[src/rtl/core/sat_pkg.sv]
// section address translator: shared types and constants
// used by sat_engine and section_address_translator; no dependencies
`timescale 1ns / 1ps

package sat_pkg;

    // configuration register indexes
    localparam int unsigned CFG_INDEX_W = 1;
    localparam logic [CFG_INDEX_W-1:0] REG_SECTION_COUNT = 1'b0;
    localparam logic [CFG_INDEX_W-1:0] REG_MAPPING_BASE  = 1'b1;

    localparam int unsigned COUNT_W = 5;
    localparam int unsigned ADDR_W  = 32;

    // command codes of the input word
    typedef enum logic [2:0] {
        CMD_LOAD          = 3'd0,
        CMD_RVA_TO_OFFSET = 3'd1,
        CMD_RVA_TO_MAPPED = 3'd2,
        CMD_OFFSET_TO_RVA = 3'd3,
        CMD_MAPPED_TO_RVA = 3'd4,
        CMD_SECTION_START = 3'd5,
        CMD_RAW_TOTAL     = 3'd6
    } command_t;

    // one section table entry as held in the table memory
    typedef struct packed {
        logic [ADDR_W-1:0] virtual_start;
        logic [ADDR_W-1:0] raw_length;
        logic [ADDR_W-1:0] raw_position;
    } entry_t;

    localparam int unsigned ENTRY_W = $bits(entry_t);

    // configuration register contents
    typedef struct packed {
        logic [COUNT_W-1:0] section_count;
        logic [ADDR_W-1:0]  mapping_base;
    } cfg_t;

endpackage

[src/rtl/core/sat_ram.sv]
// generic single write port, single read port ram with registered read
// no dependencies
`timescale 1ns / 1ps

module sat_ram #(
    parameter int unsigned WIDTH = 96,
    parameter int unsigned DEPTH = 16
) (
    input  logic                             clk,
    input  logic                             wr_en,
    input  logic [$clog2(DEPTH > 1 ? DEPTH : 2)-1:0] wr_addr,
    input  logic [WIDTH-1:0]                 wr_data,
    input  logic [$clog2(DEPTH > 1 ? DEPTH : 2)-1:0] rd_addr,
    output logic [WIDTH-1:0]                 rd_data
);

    logic [WIDTH-1:0] mem [DEPTH];

    // write port and registered read port
    always_ff @(posedge clk)
    begin
        if (wr_en)
        begin
            mem[wr_addr] <= wr_data;
        end
        rd_data <= mem[rd_addr];
    end

endmodule

[src/rtl/core/sat_engine.sv]
// section address translator: command sequencer that loads and scans the table
// depends on sat_pkg; drives the table memory held by the top level
`timescale 1ns / 1ps

module sat_engine #(
    parameter int unsigned MAX_SECTIONS = 16
) (
    input  logic                                        clk,
    input  logic                                        rst_n,
    input  sat_pkg::cfg_t                               cfg,
    input  logic                                        in_valid,
    output logic                                        in_stall,
    input  logic [2:0]                                  command,
    input  logic [3:0]                                  entry_index,
    input  logic [31:0]                                 virtual_start,
    input  logic [31:0]                                 raw_length,
    input  logic [31:0]                                 raw_position,
    input  logic [31:0]                                 query_value,
    output logic                                        out_valid,
    input  logic                                        out_stall,
    output logic [31:0]                                 result_value,
    output logic                                        found,
    output logic                                        ram_wr_en,
    output logic [$clog2(MAX_SECTIONS > 1 ? MAX_SECTIONS : 2)-1:0] ram_wr_addr,
    output sat_pkg::entry_t                             ram_wr_data,
    output logic [$clog2(MAX_SECTIONS > 1 ? MAX_SECTIONS : 2)-1:0] ram_rd_addr,
    input  sat_pkg::entry_t                             ram_rd_data
);

    localparam int unsigned AW   = $clog2(MAX_SECTIONS > 1 ? MAX_SECTIONS : 2);
    localparam int unsigned CW   = $clog2(MAX_SECTIONS + 1);
    localparam int unsigned IXW  = (AW > 4) ? AW : 4;

    typedef enum logic [1:0] {
        S_IDLE,
        S_SCAN,
        S_CALC,
        S_HOLD
    } state_t;

    state_t                      state_reg, state_next;
    sat_pkg::command_t           cmd_reg, cmd_next;
    logic [31:0]                 q_reg, q_next;
    logic [CW-1:0]               n_reg, n_next;
    logic [CW-1:0]               addr_reg, addr_next;
    logic [CW-1:0]               data_idx_reg, data_idx_next;
    logic                        data_valid_reg, data_valid_next;
    logic                        has_prev_reg, has_prev_next;
    logic [31:0]                 prev_vs_reg, prev_vs_next;
    logic [31:0]                 prev_len_reg, prev_len_next;
    logic [31:0]                 sum_reg, sum_next;
    sat_pkg::entry_t             cap_reg, cap_next;
    logic [31:0]                 res_reg, res_next;
    logic                        hit_reg, hit_next;
    logic                        out_valid_reg, out_valid_next;
    logic [31:0]                 out_value_reg, out_value_next;
    logic                        out_found_reg, out_found_next;

    sat_pkg::command_t           in_cmd;
    logic [CW-1:0]               n_sat;
    logic [IXW-1:0]              idx_ext;
    logic                        rd_en;
    logic                        is_range;
    logic                        is_virtual;
    logic                        last;
    logic [31:0]                 key_start;
    logic [31:0]                 range_end;
    logic                        range_hit;
    logic                        prev_hit;
    logic                        tail_hit;
    logic [31:0]                 acc;
    logic [31:0]                 cap_key;
    logic [31:0]                 cap_other;
    logic [31:0]                 base_term;
    logic [31:0]                 calc;

    // decode of the incoming word and the saturated search count
    assign in_cmd  = sat_pkg::command_t'(command);
    assign n_sat   = (32'(cfg.section_count) > 32'(MAX_SECTIONS))
                     ? CW'(MAX_SECTIONS) : CW'(cfg.section_count);
    assign idx_ext = IXW'(entry_index);

    // table write on an accepted load word
    assign ram_wr_en   = (state_reg == S_IDLE) && in_valid
                         && (in_cmd == sat_pkg::CMD_LOAD)
                         && (32'(entry_index) < 32'(MAX_SECTIONS));
    assign ram_wr_addr = idx_ext[AW-1:0];
    assign ram_wr_data = '{virtual_start: virtual_start,
                           raw_length:    raw_length,
                           raw_position:  raw_position};

    // table read, one entry per cycle while scanning
    assign rd_en       = (state_reg == S_SCAN) && (addr_reg < n_reg);
    assign ram_rd_addr = rd_en ? addr_reg[AW-1:0] : '0;

    // compare of the entry that just came out of the table
    assign is_range   = (cmd_reg == sat_pkg::CMD_RVA_TO_OFFSET)
                        || (cmd_reg == sat_pkg::CMD_RVA_TO_MAPPED)
                        || (cmd_reg == sat_pkg::CMD_OFFSET_TO_RVA)
                        || (cmd_reg == sat_pkg::CMD_MAPPED_TO_RVA);
    assign is_virtual = (cmd_reg == sat_pkg::CMD_RVA_TO_OFFSET)
                        || (cmd_reg == sat_pkg::CMD_RVA_TO_MAPPED);
    assign last       = ((CW + 1)'(data_idx_reg) + (CW + 1)'(1)) == (CW + 1)'(n_reg);
    assign key_start  = is_virtual ? ram_rd_data.virtual_start : ram_rd_data.raw_position;
    assign range_end  = key_start + ram_rd_data.raw_length;
    assign range_hit  = (key_start <= q_reg) && (range_end > q_reg);
    assign prev_hit   = has_prev_reg && (prev_vs_reg <= q_reg)
                        && (ram_rd_data.virtual_start > q_reg);
    assign tail_hit   = last && (ram_rd_data.virtual_start <= q_reg);
    assign acc        = sum_reg + (has_prev_reg ? prev_len_reg : 32'd0);

    // translation of the captured matching entry
    assign cap_key   = is_virtual ? cap_reg.virtual_start : cap_reg.raw_position;
    assign cap_other = is_virtual ? cap_reg.raw_position : cap_reg.virtual_start;
    assign base_term = (cmd_reg == sat_pkg::CMD_RVA_TO_MAPPED) ? cfg.mapping_base : 32'd0;
    assign calc      = cap_other + (q_reg - cap_key) + base_term;

    // next state and datapath values
    always_comb
    begin
        state_next      = state_reg;
        cmd_next        = cmd_reg;
        q_next          = q_reg;
        n_next          = n_reg;
        addr_next       = addr_reg;
        data_idx_next   = data_idx_reg;
        data_valid_next = 1'b0;
        has_prev_next   = has_prev_reg;
        prev_vs_next    = prev_vs_reg;
        prev_len_next   = prev_len_reg;
        sum_next        = sum_reg;
        cap_next        = cap_reg;
        res_next        = res_reg;
        hit_next        = hit_reg;
        out_valid_next  = out_valid_reg && out_stall;
        out_value_next  = out_value_reg;
        out_found_next  = out_found_reg;

        unique case (state_reg)
            S_IDLE:
            begin
                if (in_valid)
                begin
                    cmd_next      = in_cmd;
                    q_next        = (in_cmd == sat_pkg::CMD_MAPPED_TO_RVA)
                                    ? query_value - cfg.mapping_base : query_value;
                    n_next        = n_sat;
                    addr_next     = '0;
                    has_prev_next = 1'b0;
                    sum_next      = '0;
                    res_next      = '0;
                    hit_next      = 1'b0;
                    case (in_cmd)
                        sat_pkg::CMD_RVA_TO_OFFSET,
                        sat_pkg::CMD_RVA_TO_MAPPED,
                        sat_pkg::CMD_OFFSET_TO_RVA,
                        sat_pkg::CMD_MAPPED_TO_RVA,
                        sat_pkg::CMD_SECTION_START,
                        sat_pkg::CMD_RAW_TOTAL:
                        begin
                            state_next = (n_sat == '0) ? S_HOLD : S_SCAN;
                        end
                        default:
                        begin
                            state_next = S_HOLD;
                        end
                    endcase
                end
            end
            S_SCAN:
            begin
                if (rd_en)
                begin
                    addr_next       = addr_reg + CW'(1);
                    data_idx_next   = addr_reg;
                    data_valid_next = 1'b1;
                end
                if (data_valid_reg)
                begin
                    if (is_range)
                    begin
                        if (range_hit)
                        begin
                            cap_next   = ram_rd_data;
                            state_next = S_CALC;
                        end
                        else if (last)
                        begin
                            state_next = S_HOLD;
                        end
                    end
                    else
                    begin
                        priority if (prev_hit)
                        begin
                            res_next   = (cmd_reg == sat_pkg::CMD_SECTION_START)
                                         ? prev_vs_reg : sum_reg;
                            hit_next   = 1'b1;
                            state_next = S_HOLD;
                        end
                        else if (tail_hit)
                        begin
                            res_next   = (cmd_reg == sat_pkg::CMD_SECTION_START)
                                         ? ram_rd_data.virtual_start : acc;
                            hit_next   = 1'b1;
                            state_next = S_HOLD;
                        end
                        else if (last)
                        begin
                            state_next = S_HOLD;
                        end
                        else
                        begin
                            sum_next      = acc;
                            prev_vs_next  = ram_rd_data.virtual_start;
                            prev_len_next = ram_rd_data.raw_length;
                            has_prev_next = 1'b1;
                        end
                    end
                end
                if (state_next != S_SCAN)
                begin
                    data_valid_next = 1'b0;
                end
            end
            S_CALC:
            begin
                res_next   = calc;
                hit_next   = 1'b1;
                state_next = S_HOLD;
            end
            S_HOLD:
            begin
                if (!out_valid_reg || !out_stall)
                begin
                    out_valid_next = 1'b1;
                    out_value_next = res_reg;
                    out_found_next = hit_reg;
                    state_next     = S_IDLE;
                end
            end
            default:
            begin
                state_next = S_IDLE;
            end
        endcase
    end

    // state and registered outputs
    always_ff @(posedge clk or negedge rst_n)
    begin
        if (!rst_n)
        begin
            state_reg      <= S_IDLE;
            cmd_reg        <= sat_pkg::CMD_LOAD;
            q_reg          <= '0;
            n_reg          <= '0;
            addr_reg       <= '0;
            data_idx_reg   <= '0;
            data_valid_reg <= 1'b0;
            has_prev_reg   <= 1'b0;
            prev_vs_reg    <= '0;
            prev_len_reg   <= '0;
            sum_reg        <= '0;
            cap_reg        <= '0;
            res_reg        <= '0;
            hit_reg        <= 1'b0;
            out_valid_reg  <= 1'b0;
            out_value_reg  <= '0;
            out_found_reg  <= 1'b0;
        end
        else
        begin
            state_reg      <= state_next;
            cmd_reg        <= cmd_next;
            q_reg          <= q_next;
            n_reg          <= n_next;
            addr_reg       <= addr_next;
            data_idx_reg   <= data_idx_next;
            data_valid_reg <= data_valid_next;
            has_prev_reg   <= has_prev_next;
            prev_vs_reg    <= prev_vs_next;
            prev_len_reg   <= prev_len_next;
            sum_reg        <= sum_next;
            cap_reg        <= cap_next;
            res_reg        <= res_next;
            hit_reg        <= hit_next;
            out_valid_reg  <= out_valid_next;
            out_value_reg  <= out_value_next;
            out_found_reg  <= out_found_next;
        end
    end

    assign in_stall     = (state_reg != S_IDLE);
    assign out_valid    = out_valid_reg;
    assign result_value = out_value_reg;
    assign found        = out_found_reg;

`ifndef SYNTH
    // table writes never overlap a scan
    assert property (@(posedge clk) disable iff (!rst_n)
        ram_wr_en |-> (state_reg == S_IDLE))
        else $error("table write outside idle");

    // read pointer never passes the searched count
    assert property (@(posedge clk) disable iff (!rst_n)
        (state_reg == S_SCAN) |-> (addr_reg <= n_reg))
        else $error("scan pointer past section count");

    // returned table data always belongs to a searched entry
    assert property (@(posedge clk) disable iff (!rst_n)
        data_valid_reg |-> ((state_reg == S_SCAN) && (data_idx_reg < n_reg)))
        else $error("table data outside scan");

    // a finished result moves into a free output register
    assert property (@(posedge clk) disable iff (!rst_n)
        ((state_reg == S_HOLD) && !out_stall) |=> (out_valid_reg && (state_reg == S_IDLE)))
        else $error("result not delivered to output register");
`endif

endmodule

[src/rtl/core/section_address_translator.sv]
// section address translator top level: configuration registers, table memory
// depends on sat_pkg, sat_ram and sat_engine
`timescale 1ns / 1ps

// Translates between relative virtual addresses, file offsets and mapped
// addresses using a section table of up to MAX_SECTIONS entries held in one
// synchronous memory (virtual start, raw size, raw position per entry). A load
// word writes one entry and returns a zero result. With n the searched count
// (section_count, capped at MAX_SECTIONS), a query word searches entries 0 to
// n - 1 in order, reading the table one entry per cycle through its single
// read port. A range query that matches passes through a calculate step
// before its result is held; every other query is held at a match or after
// the last entry. A load, an unused command or a query with a count of zero
// goes straight to the hold step. The next word is accepted in the cycle
// after the result enters the output register, and the result waits in the
// engine while the output register is still held. One word is in work at a
// time; a finished result waits in the output register while the next word is
// accepted. Configuration writes (section_count, mapping_base) are always
// ready and are to be issued while no word is in work.
module section_address_translator #(
    parameter int unsigned MAX_SECTIONS = 16
) (
    input  logic                              clk,
    input  logic                              rst_n,
    input  logic                              cfg_valid,
    output logic                              cfg_ready,
    input  logic [sat_pkg::CFG_INDEX_W-1:0]   cfg_index,
    input  logic [31:0]                       cfg_data,
    input  logic                              in_valid,
    output logic                              in_stall,
    input  logic [2:0]                        command,
    input  logic [3:0]                        entry_index,
    input  logic [31:0]                       virtual_start,
    input  logic [31:0]                       raw_length,
    input  logic [31:0]                       raw_position,
    input  logic [31:0]                       query_value,
    output logic                              out_valid,
    input  logic                              out_stall,
    output logic [31:0]                       result_value,
    output logic                              found
);

    localparam int unsigned AW = $clog2(MAX_SECTIONS > 1 ? MAX_SECTIONS : 2);

    sat_pkg::cfg_t   cfg_reg;
    logic            ram_wr_en;
    logic [AW-1:0]   ram_wr_addr;
    sat_pkg::entry_t ram_wr_data;
    logic [AW-1:0]   ram_rd_addr;
    sat_pkg::entry_t ram_rd_data;

    // configuration registers
    assign cfg_ready = 1'b1;

    always_ff @(posedge clk or negedge rst_n)
    begin
        if (!rst_n)
        begin
            cfg_reg <= '0;
        end
        else if (cfg_valid && cfg_ready)
        begin
            unique case (cfg_index)
                sat_pkg::REG_SECTION_COUNT:
                begin
                    cfg_reg.section_count <= cfg_data[sat_pkg::COUNT_W-1:0];
                end
                sat_pkg::REG_MAPPING_BASE:
                begin
                    cfg_reg.mapping_base <= cfg_data;
                end
                default:
                begin
                    cfg_reg <= cfg_reg;
                end
            endcase
        end
    end

    // section table memory
    sat_ram #(
        .WIDTH (sat_pkg::ENTRY_W),
        .DEPTH (MAX_SECTIONS)
    ) u_table (
        .clk     (clk),
        .wr_en   (ram_wr_en),
        .wr_addr (ram_wr_addr),
        .wr_data (ram_wr_data),
        .rd_addr (ram_rd_addr),
        .rd_data (ram_rd_data)
    );

    // command sequencer
    sat_engine #(
        .MAX_SECTIONS (MAX_SECTIONS)
    ) u_engine (
        .clk           (clk),
        .rst_n         (rst_n),
        .cfg           (cfg_reg),
        .in_valid      (in_valid),
        .in_stall      (in_stall),
        .command       (command),
        .entry_index   (entry_index),
        .virtual_start (virtual_start),
        .raw_length    (raw_length),
        .raw_position  (raw_position),
        .query_value   (query_value),
        .out_valid     (out_valid),
        .out_stall     (out_stall),
        .result_value  (result_value),
        .found         (found),
        .ram_wr_en     (ram_wr_en),
        .ram_wr_addr   (ram_wr_addr),
        .ram_wr_data   (ram_wr_data),
        .ram_rd_addr   (ram_rd_addr),
        .ram_rd_data   (ram_rd_data)
    );

endmodule

[config.mk]
export PLATFORM = sky130hd
export DESIGN_NAME = section_address_translator
export DESIGN_NICKNAME = d
export VERILOG_FILES = /design/src/rtl/core/sat_pkg.sv /design/src/rtl/core/sat_ram.sv /design/src/rtl/core/sat_engine.sv /design/src/rtl/core/section_address_translator.sv
export SDC_FILE = /design/constraint.sdc
export NUM_CORES = 2
export LEC_CHECK = 0
export ABC_AREA = 1
export BUFFER_PORTS_ARGS = -buffer_cell sky130_fd_sc_hd__buf_2
export CAP_MARGIN = 20
export CORE_MARGIN = 3
export CORE_UTILIZATION = 53
export CTS_CLUSTER_SIZE = 40
export DETAILED_ROUTE_END_ITERATION = 10
export GPL_TIMING_DRIVEN = 0
export PLACE_DENSITY = 0.7
export RECOVER_POWER = 100
export SYNTH_ARGS = -nofsm -noshare
export SYNTH_HDL_FRONTEND = slang
export SYNTH_SLANG_ARGS = --single-unit
export TNS_END_PERCENT = 50
[constraint.sdc]
create_clock -name clk -period 12.6 [get_ports clk]
set_input_delay 3.15 -clock clk [delete_from_list [all_inputs] [get_ports clk]]
set_output_delay 3.15 -clock clk [all_outputs]
set_load 0.005 [all_outputs]
==> flow_summary.json <==
{
  "start_util": 0.535,
  "comb_power_share": 0.435,
  "final_net_count": 8768,
  "ys_seq_area_frac": 0.634,
  "yosys.area.top_type": "edfxtp_1",
  "drt-pass1-iter-count": 6,
  "ant_nets": 0,
  "place_ws_ps": 5450,
  "hold_buffers": 0,
  "clkSinkCount": 1950,
  "cp-start-kind": "input pin",
  "drive_gt1_frac": 0.0933,
  "cts_tree": "done",
  "slowest_delay_ps": 1710,
  "grt_max_degree": 121,
  "synth_commonest_cells": "edfxtp_1, nand2_1, nor2_1, o21ai_0, inv_1",
  "die_x_um": 414,
  "synthTopCellsByArea": "edfxtp_1, dfrtp_1, nand2_1",
  "boundaryPins": 209,
  "synth_fp_nets": 8293,
  "multi_input_area_sq_mm": 0.0285,
  "setup_slack_ps": 3340,
  "ctsLongestPathBuffers": 3,
  "power.leakage_nw": 37.0,
  "reg2reg_depth": 27,
  "synth.distinct_cells": 59,
  "clk-insertion-delay-late_ps": 880,
  "routed_via_density": 6.22,
  "min_delay_path_depth": 2,
  "hold_path.class": "flip-flop to flip-flop",
  "gr-total-overflow": 0,
  "clock-root-buffer": "clkbuf_16",
  "wl_mm": 302,
  "r2r-end": "u_engine.cap_reg[64]$_DFFE_PN0P_",
  "post_cts_resized": 0,
  "ys.warnings.count": 0,
  "power_w": 0.0244,
  "post_cts_buffers": 0,
  "worst_pin_slew_ps": 4910,
  "syn_inst": 7792,
  "fmax_mhz": 108,
  "timing.setup.tns_ps": 0,
  "row_count": 149,
  "finalCritPeriodShare": 0.735,
  "cts_buffers": 194,
  "grt_pass1_vias": 64598,
  "synth_edf_count": 1536,
  "slew_viol_final": 1454,
  "rsz0062_at_grt": "false",
  "worst-path-max-fanout": 24,
  "die_h_um": 414,
  "min_to": "u_engine.res_reg[29]$_DFFE_PN0P_",
  "critPathArrivalTime_ps": 9710,
  "worstPathRequired_ps": 13050,
  "instances_no_fill": 10657,
  "crit_slowest_cell": "nor2_1",
  "netlist_area_sq_mm": 0.0884,
  "via_count": 66278,
  "grtUsageTotal": 0.346,
  "place_hpwl_mm": 225,
  "pwr-share-seq": 0.325,
  "gp_congestion": 1.05,
  "antenna_found_initial": 50,
  "hold_viol": 0,
  "cpMostUsedCell": "clkbuf_1",
  "setup_violations": 0,
  "min_from": "u_engine.res_reg[29]$_DFFE_PN0P_",
  "fin_util": 0.598,
  "grt_first_pass_wirelength_mm": 435,
  "clkPwrFrac": 0.240,
  "route.detailed.wl_per_inst_um": 28.3,
  "period_needed_ps": 9260,
  "cp_num_buf_inv": 4,
  "avgSynthCellArea_sq_um": 11.3,
  "h-tree-depth": 4,
  "clock_skew_ps": 82.0,
  "die-area_sq_mm": 0.172,
  "cap_violations": 60,
  "crit_path_end_kind": "flip-flop",
  "regArea_sq_mm": 0.0560,
  "crit_path_cell_trace": "clkbuf_1, nand2_1, nor2_1, nand2_1, nor2_1, clkbuf_1, clkbuf_1, clkbuf_1",
  "vdd_drop_max_mv": 0.232,
  "status": "finished, violations left",
  "yosysMostFrequentCell": "edfxtp_1",
  "async_flop_share": 0.163,
  "crit_family": "buffers and inverters",
  "synth_top_area_share": 0.522,
  "switching_share": 0.428,
  "ys.flop_type": "edfxtp_1",
  "maxSlewHeadroom": -2.27,
  "drt_iter0_markers": 8293,
  "powerDensity_mw_per_mm2": 247,
  "cts.clk_slew.worst_paths_ps": 60,
  "syn_to_final_growth_pct": 11.9,
  "internal_power_w": 0.0140,
  "fillCellCount": 13245,
  "drc_errors": 0,
  "rrSetupSlack_ps": 5140,
  "violations": "capacitance limit, slew limit",
  "largest_reg_flops": 1536,
  "dp.cells": 10260,
  "ys_ff_latch": 1950,
  "power.switching_w": 0.0104,
  "r2r-start": "u_engine.cmd_reg[0]$_DFFE_PN0P_",
  "critical_path_class": "input pin to flip-flop",
  "core_area_sq_mm": 0.165,
  "io_buffers": 207
}
[cell usage in the layout, fill, tap and decap left out, drive strengths merged, types with 196 or more instances in the layout]
cell type,count
clkbuf,710
nand3,370
or2,205
buf,265
o221ai,196
o21ai,613
edfxtp,1536
nor2,837
dfrtp,318
o211ai,417
a21oi,243
nand2,1201
ha,263
inv,516
[routing by layer]
| metal | GRT usage | share of wire | up-vias |
|---|---|---|---|
| li1 | - | - | 29112 |
| met1 | 0.423 | 0.36 | 32421 |
| met3 | 0.0697 | 0.093 | 908 |
| met2 | 0.561 | 0.47 | 3827 |
| met5 | 0 | 0.00026 | - |
| met4 | 0.228 | 0.078 | 10 |
[power groups by stage]
stage / sequential, W / clock, W / combinational, W
floorplan: 0.00771 / 0 / 0.00680
global placement: 0.00802 / 0 / 0.0101
detailed placement: 0.00803 / 0 / 0.0103
CTS: 0.00790 / 0.00588 / 0.0104
global route: 0.00794 / 0.00616 / 0.0116
finish: 0.00793 / 0.00586 / 0.0106
[cell families after synthesis]
family	share of synthesized area
AND/OR/NAND/NOR	0.129
flip-flops	0.634
AO/OA/AOI/OAI	0.130
buffers and inverters	0.0432
adder cells (fa/ha/maj)	0.0519
XOR/XNOR	0.00773
multiplexers	0.00433
other	0.0000424
[worst reg2reg max path: stages (launching register included)]
cell and delay [ps]:
dfrtp_1 410, inv_1 90, nand2_1 70, a21oi_1 510, clkbuf_1 510, clkbuf_1 570
nand2_1 120, o21ai_0 330, fa_1 370, nand3_1 90, nand2_1 190, a21oi_1 140
nor2_1 130, nor2_1 90, o21ai_0 490, a21oi_1 200, o21bai_1 240, xor2_1 120
ha_1 290, nand2_1 60, nor2_1 170, nand3_1 100, nor3_1 430, a31oi_1 190
nand4_1 210, clkbuf_1 480, clkbuf_1 520, o21ai_0 200
[cell type report]
type / count / share of cell area
flip-flops and latches: 1950 / 0.566
multi-input cells: 4899 / 0.288
clock buffers: 263 / 0.0546
well taps: 2189 / 0.0277
inverters: 510 / 0.0194
plain buffers: 433 / 0.0187
repair buffers: 279 / 0.0128
clock inverters: 103 / 0.0114
diodes: 31 / 0.000784
[worst max-delay path by stage]
stage,from,endpoint,depth (start not counted)
6_report,in_valid,u_table.mem[5][35]$_DFFE_PP_,8
5_1_grt,in_valid,u_table.mem[5][35]$_DFFE_PP_,8
4_1_cts,u_engine.cmd_reg[0]$_DFFE_PN0P_,u_engine.cap_reg[93]$_DFFE_PN0P_,26
3_5_place_dp,u_engine.cmd_reg[0]$_DFFE_PN0P_,u_engine.cap_reg[93]$_DFFE_PN0P_,26
3_3_place_gp,in_valid,u_table.mem[7][32]$_DFFE_PP_,4
2_1_floorplan,in_valid,u_table.mem[7][0]$_DFFE_PP_,3
[metrics by stage]
| step | cell area (sq um) | hold WS (ps) |
|---|---|---|
| finish | 98900 | 477 |
| global route | 98900 | 503 |
| CTS | 100000 | 482 |
| detailed placement | 93700 | 466 |
| global placement | 92200 | 463 |
| floorplan | 88400 | 434 |
(Power assumes the default switching activity.)
